**config.mk**
```make
export PLATFORM = sky130hd
export DESIGN_NAME = sh128_queue
export DESIGN_NICKNAME = d
export VERILOG_FILES = /design/src/rtl/core/sh128_pkg.sv /design/src/rtl/core/sh128_queue.sv
export SDC_FILE = /design/constraint.sdc
export NUM_CORES = 1
export LEC_CHECK = 0
export BUFFER_PORTS_ARGS = -buffer_cell sky130_fd_sc_hd__buf_2
export CAP_MARGIN = 20
export CORE_AREA = 10 10 294 296
export DETAILED_ROUTE_END_ITERATION = 12
export DIE_AREA = 0 0 304 306
export GPL_ROUTABILITY_DRIVEN = 0
export HOLD_SLACK_MARGIN = 0.12
export PLACE_DENSITY = 0.61
export SLEW_MARGIN = 30
export SYNTH_ARGS = -nofsm -noshare
export SYNTH_HDL_FRONTEND = slang
export SYNTH_SLANG_ARGS = --single-unit
export TNS_END_PERCENT = 20
```
**constraint.sdc**
```tcl
create_clock -name clk -period 14.5 [get_ports clk]
set_clock_uncertainty 0.1 [all_clocks]
set_input_delay 2.175 -clock clk [delete_from_list [all_inputs] [get_ports clk]]
set_output_delay 2.175 -clock clk [all_outputs]
set_load 0.02 [all_outputs]
```
**src/rtl/core/sh128_pkg.sv**
```systemverilog
// Shared types, constants and round functions of the short 128-bit hash.
`timescale 1ns / 1ps

package sh128_pkg;

  localparam logic [63:0] MAGIC = 64'hdeadbeefdeadbeef;

  localparam int Q_DEPTH = 2;
  localparam int Q_AW    = (Q_DEPTH > 1) ? $clog2(Q_DEPTH) : 1;
  localparam int Q_CW    = $clog2(Q_DEPTH + 1);

  typedef logic [63:0] lane_t;
  typedef logic [3:0][63:0] lanes_t;

  typedef struct packed {
    logic  first;
    logic  do_mix;
    logic  fin;
    lane_t x0;
    lane_t x1;
    lane_t y0;
    lane_t y1;
    lane_t tc;
    lane_t td;
  } op_t;

  function automatic lane_t rotl(lane_t x, logic [5:0] amt);
    return (x << amt) | (x >> (7'd64 - {1'b0, amt}));
  endfunction

  function automatic logic [5:0] mix_rot(logic [3:0] r);
    logic [5:0] amt;
    case (r)
      4'd0:    amt = 6'd50;
      4'd1:    amt = 6'd52;
      4'd2:    amt = 6'd30;
      4'd3:    amt = 6'd41;
      4'd4:    amt = 6'd54;
      4'd5:    amt = 6'd48;
      4'd6:    amt = 6'd38;
      4'd7:    amt = 6'd37;
      4'd8:    amt = 6'd62;
      4'd9:    amt = 6'd34;
      4'd10:   amt = 6'd5;
      4'd11:   amt = 6'd36;
      default: amt = 6'd1;
    endcase
    return amt;
  endfunction

  function automatic logic [5:0] end_rot(logic [3:0] r);
    logic [5:0] amt;
    case (r)
      4'd0:    amt = 6'd15;
      4'd1:    amt = 6'd52;
      4'd2:    amt = 6'd26;
      4'd3:    amt = 6'd51;
      4'd4:    amt = 6'd28;
      4'd5:    amt = 6'd9;
      4'd6:    amt = 6'd47;
      4'd7:    amt = 6'd54;
      4'd8:    amt = 6'd32;
      4'd9:    amt = 6'd25;
      4'd10:   amt = 6'd63;
      default: amt = 6'd1;
    endcase
    return amt;
  endfunction

  function automatic lanes_t mix_round(lanes_t h, logic [3:0] r);
    lanes_t     o;
    logic [1:0] i_p;
    logic [1:0] i_q;
    logic [1:0] i_s;
    o   = h;
    i_s = r[1:0];
    i_p = r[1:0] + 2'd2;
    i_q = r[1:0] + 2'd3;
    o[i_p] = rotl(o[i_p], mix_rot(r)) + o[i_q];
    o[i_s] = o[i_s] ^ o[i_p];
    return o;
  endfunction

  function automatic lanes_t end_round(lanes_t h, logic [3:0] r);
    lanes_t     o;
    logic [1:0] i_p;
    logic [1:0] i_q;
    o   = h;
    i_p = r[1:0] + 2'd2;
    i_q = r[1:0] + 2'd3;
    o[i_q] = o[i_q] ^ o[i_p];
    o[i_p] = rotl(o[i_p], end_rot(r));
    o[i_q] = o[i_q] + o[i_p];
    return o;
  endfunction

  // Three rounds per step: step s covers rounds 3s .. 3s+2.
  function automatic lanes_t mix_step(lanes_t h, logic [1:0] step);
    lanes_t     o;
    logic [3:0] r0;
    o  = h;
    r0 = {1'b0, step, 1'b0} + {2'b00, step};
    for (int j = 0; j < 3; j++) begin
      o = mix_round(o, r0 + 4'(j));
    end
    return o;
  endfunction

  function automatic lanes_t end_step(lanes_t h, logic [1:0] step);
    lanes_t     o;
    logic [3:0] r0;
    o  = h;
    r0 = {1'b0, step, 1'b0} + {2'b00, step};
    for (int j = 0; j < 3; j++) begin
      if ((r0 + 4'(j)) < 4'd11) begin
        o = end_round(o, r0 + 4'(j));
      end
    end
    return o;
  endfunction

endpackage

```
**src/rtl/core/sh128_queue.sv**
```systemverilog
// Short queue of lane operations between the front end and the mixer.
`timescale 1ns / 1ps

module sh128_queue import sh128_pkg::*; (
  input  logic clk,
  input  logic rst,
  input  logic push_valid,
  output logic push_ready,
  input  op_t  push_op,
  output logic pop_valid,
  input  logic pop_ready,
  output op_t  pop_op
);

  op_t             slots [Q_DEPTH];
  logic [Q_AW-1:0] wr_ptr;
  logic [Q_AW-1:0] rd_ptr;
  logic [Q_CW-1:0] count;
  logic            do_push;
  logic            do_pop;

  assign push_ready = (count != Q_CW'(Q_DEPTH));
  assign pop_valid  = (count != '0);
  assign pop_op     = slots[rd_ptr];
  assign do_push    = push_valid && push_ready;
  assign do_pop     = pop_valid && pop_ready;

  function automatic logic [Q_AW-1:0] ptr_inc(logic [Q_AW-1:0] p);
    return (p == Q_AW'(Q_DEPTH - 1)) ? '0 : p + 1'b1;
  endfunction

  always_ff @(posedge clk) begin
    if (rst) begin
      wr_ptr <= '0;
      rd_ptr <= '0;
      count  <= '0;
    end else begin
      if (do_push) begin
        wr_ptr <= ptr_inc(wr_ptr);
      end
      if (do_pop) begin
        rd_ptr <= ptr_inc(rd_ptr);
      end
      if (do_push && !do_pop) begin
        count <= count + 1'b1;
      end else if (do_pop && !do_push) begin
        count <= count - 1'b1;
      end
    end
  end

  always_ff @(posedge clk) begin
    if (do_push) begin
      slots[wr_ptr] <= push_op;
    end
  end

endmodule

```
==> reports/results.tsv <==
stage	metric	value	unit
outcome	status	completed	
finish	areaGrowthSynthToFinish	27.15	%
worst_setup_path	worst_r2r_path_depth	5	
timing	setup_viol	0	
timing	tns	0	ns
cts	clockBufferDepth	3	
timing	slew_violations	0	
timing	rsz0062_at_grt	no	
worst_setup_path	critPathArrivalTime	3.75	ns
power	p_comb_share	26.0	%
power	power.switching	1.997	mW
die	fp.dieH	306	um
detailed_routing	wl_per_cell	22.72	um
detailed_routing	drt_iter0_drc	938	
synth	synth_edf_count	774	
timing	hold_viol_final	0	
synth	synth_compound_area_share	0.1062	%
die	initial_utilization	35.22	%
cts	clkTransAtPathRegs	0.05	ns
die	die-area	0.09302	sq mm
synth	synth_fa_ha_area_share	0.04425	%
min_path	min_path_type	register to register	
timing	period_share	41.53	%
die	fp-row-count	104	
detailed_routing	dr.pass1.iters	4	
detailed_routing	vias	14620	
timing	max_freq	166.1	MHz
synth	synth_top_area_cell	edfxtp_1	
timing	period_minus_slack	6.022	ns
synth	syn_area_per_cell	23.03	sq um
finish	fill_cells	7022	
timing	worst-slew-pin-transition	0.9755	ns
synth	yosys-top-cells-area	edfxtp_1 82%, mux2_2 15%, buf_6 1.5%	
placement	numPortBuffers	779	
global_route	antenna_found_initial	37	
die	dieWidth	304	um
synth	synth_warnings	0	
worst_setup_path	path_max_fanout	76	
finish	final_area	0.03595	sq mm
die	core	0.08029	sq mm
synth	synth-xor-area-share	0.09292	%
power	peakVddDrop	0.0001544	V
worst_setup_path	cp.required	12.23	ns
synth	synth.net_count	1620	
cts	cts_tree	yes	
cts	cts.sinks	779	
synth	syn_inst	1228	
min_path	min_path_cells	2	
global_route	grt_usage	14.82	%
power	swShare	30.10	%
cts	cts_hold_buffers	0	
detailed_routing	ant_nets	0	
global_route	overflow	0	
synth	synth_cell_types	18	
finish	final_nets	2453	
power	p_int	4.636	mW
timing	maxSlewHeadroom	34.97	%
cts	cts_root_buf	clkbuf_16	
power	power_frac_clock	30.4	%
placement	placed_area	0.03320	sq mm
worst_setup_path	path_class	register to primary output	
cts	clkLatencyLatePin	0.62	ns
finish	final_layout_size_suffix_gt1_share	61.00	%
synth	muxShareOfSynthArea	15.41	%
flow_run	cap_violations	0	
synth	ys_seq_elements	779	
synth	post-synth-top-count-cell	edfxtp_1	
power	power_leakage	13.18	nW
synth	synth_top_family_by_area	multiplexers	
synth	ys.flop_type	edfxtp_1	
detailed_routing	viasPerCell	4.560	
synth	async_flop_share	0	%
global_route	grt_pass1_vias	16030	
cts	post_cts_buffers	0	
power	power.density	184.5	mW/mm^2
detailed_routing	drt-total-wl	72830	um
worst_setup_path	start_kind	register	
worst_setup_path	end_kind	primary output	
detailed_routing	drc	0	
synth	yosysTopAreaCellShare	82.20	%
synth	synthTopCellsByCount	774 x edfxtp_1, 387 x mux2_2, 38 x buf_6, 5 x buf_2, 5 x dfxtp_1	
synth	seq_area_frac_synth	82.55	%
synth	netlist_area	0.02828	sq mm
cts	cts_buffers	82	
die	io_pins	780	
cts	post_cts_resized	0	
placement	dp_hpwl	52580	um
power	seqPwrFrac	43.6	%
synth	synthSimpleGateAreaFrac	0.1770	%
global_route	grt_max_degree	162	
global_route	grt_pass1_wl	104000	um
cts	htreeDepth	3	
registers in the layout (all words and copies together) (netlist names), named ones only:
signal and cells:
wr_ptr 1, rd_ptr 1, count 2, slots 774
metrics by stage:
stage	power [mW]	cells	worst slack, ns	hold slack, ns	utilization [%]
floorplan	4.224	1228	2.589	0.3705	-
global placement	4.669	3033	9.050	0.3906	41.33
detailed placement	4.692	3034	9.006	0.3913	41.35
CTS	6.730	3185	8.319	0.4066	44.62
global route	6.920	3204	8.270	0.4598	44.77
finish	6.632	3206	8.478	0.4016	44.78
power groups by stage:
stage	registers (mW)	logic [mW]	clock network [mW]
CTS	2.90	1.76	2.07
floorplan	3.02	1.20	0
global route	2.92	1.83	2.17
global placement	2.94	1.73	0
finish	2.89	1.73	2.01
detailed placement	2.95	1.75	0
placed cells by master (no fill, tap or decap), types with 2 or more instances in the layout:
cell	netlist	final
clkbuf_16	0	85
xor2_1	3	3
mux2_2	387	387
buf_16	0	3
diode_2	0	18
clkinv_1	0	20
o21ai_0	2	2
edfxtp_1	774	774
clkinv_8	0	4
clkinv_2	0	12
clkbuf_8	0	2
a21oi_1	2	2
bufinv_16	0	5
buf_4	0	4
buf_2	5	779
buf_12	0	5
dfxtp_1	5	4
clkinvlp_4	0	2
clkinv_4	0	3
clkbuf_1	0	17
nor2_1	3	3
layout make-up:
cell class	count	area [sq um]	area share [%]
Clock inverter	47	400.4	1.114
Tap cell	1060	1326	3.689
Timing Repair Buffer	792	4123	11.47
Inverter	1	11.26	0.03132
Sequential cell	779	23350	64.94
Antenna cell	18	45.04	0.1253
Multi-Input combinational cell	405	4482	12.47
Clock buffer	104	2218	6.170
routing by layer:
layer	track usage, %	part of all wire, %	up-vias
li1	-	-	6640
met1	15.01	34	7200
met2	26.72	53	606
met3	5.885	9.4	148
met4	6.383	3.1	24
met5	0	0.20	-
path summary, 6_finish.rpt:
check             startpoint  slack [ns]       endpoint
setup / recovery    register        8.48    pop_op[135]
hold reg to reg       rd_ptr        0.40       register
setup reg to reg    count[0]       10.68  slots[0][230]
hold / removal        rd_ptr        0.40       register
worst max-delay path: stages (launching register included):
cell	delay, ns
dfxtp_4	0.82
buf_4	0.73
buf_4	0.83
mux2_2	0.43
buf_2	0.16
kinds of logic after synthesis:
group	Yosys count
buffers and inverters	44
AOI/OAI and AO/OA	5
and+or+nand+nor	9
muxes	387
DFF	779
xor gates and xnor gates	3
adders and majority gates	1
Note: power is estimated with default switching activity, not from simulation.
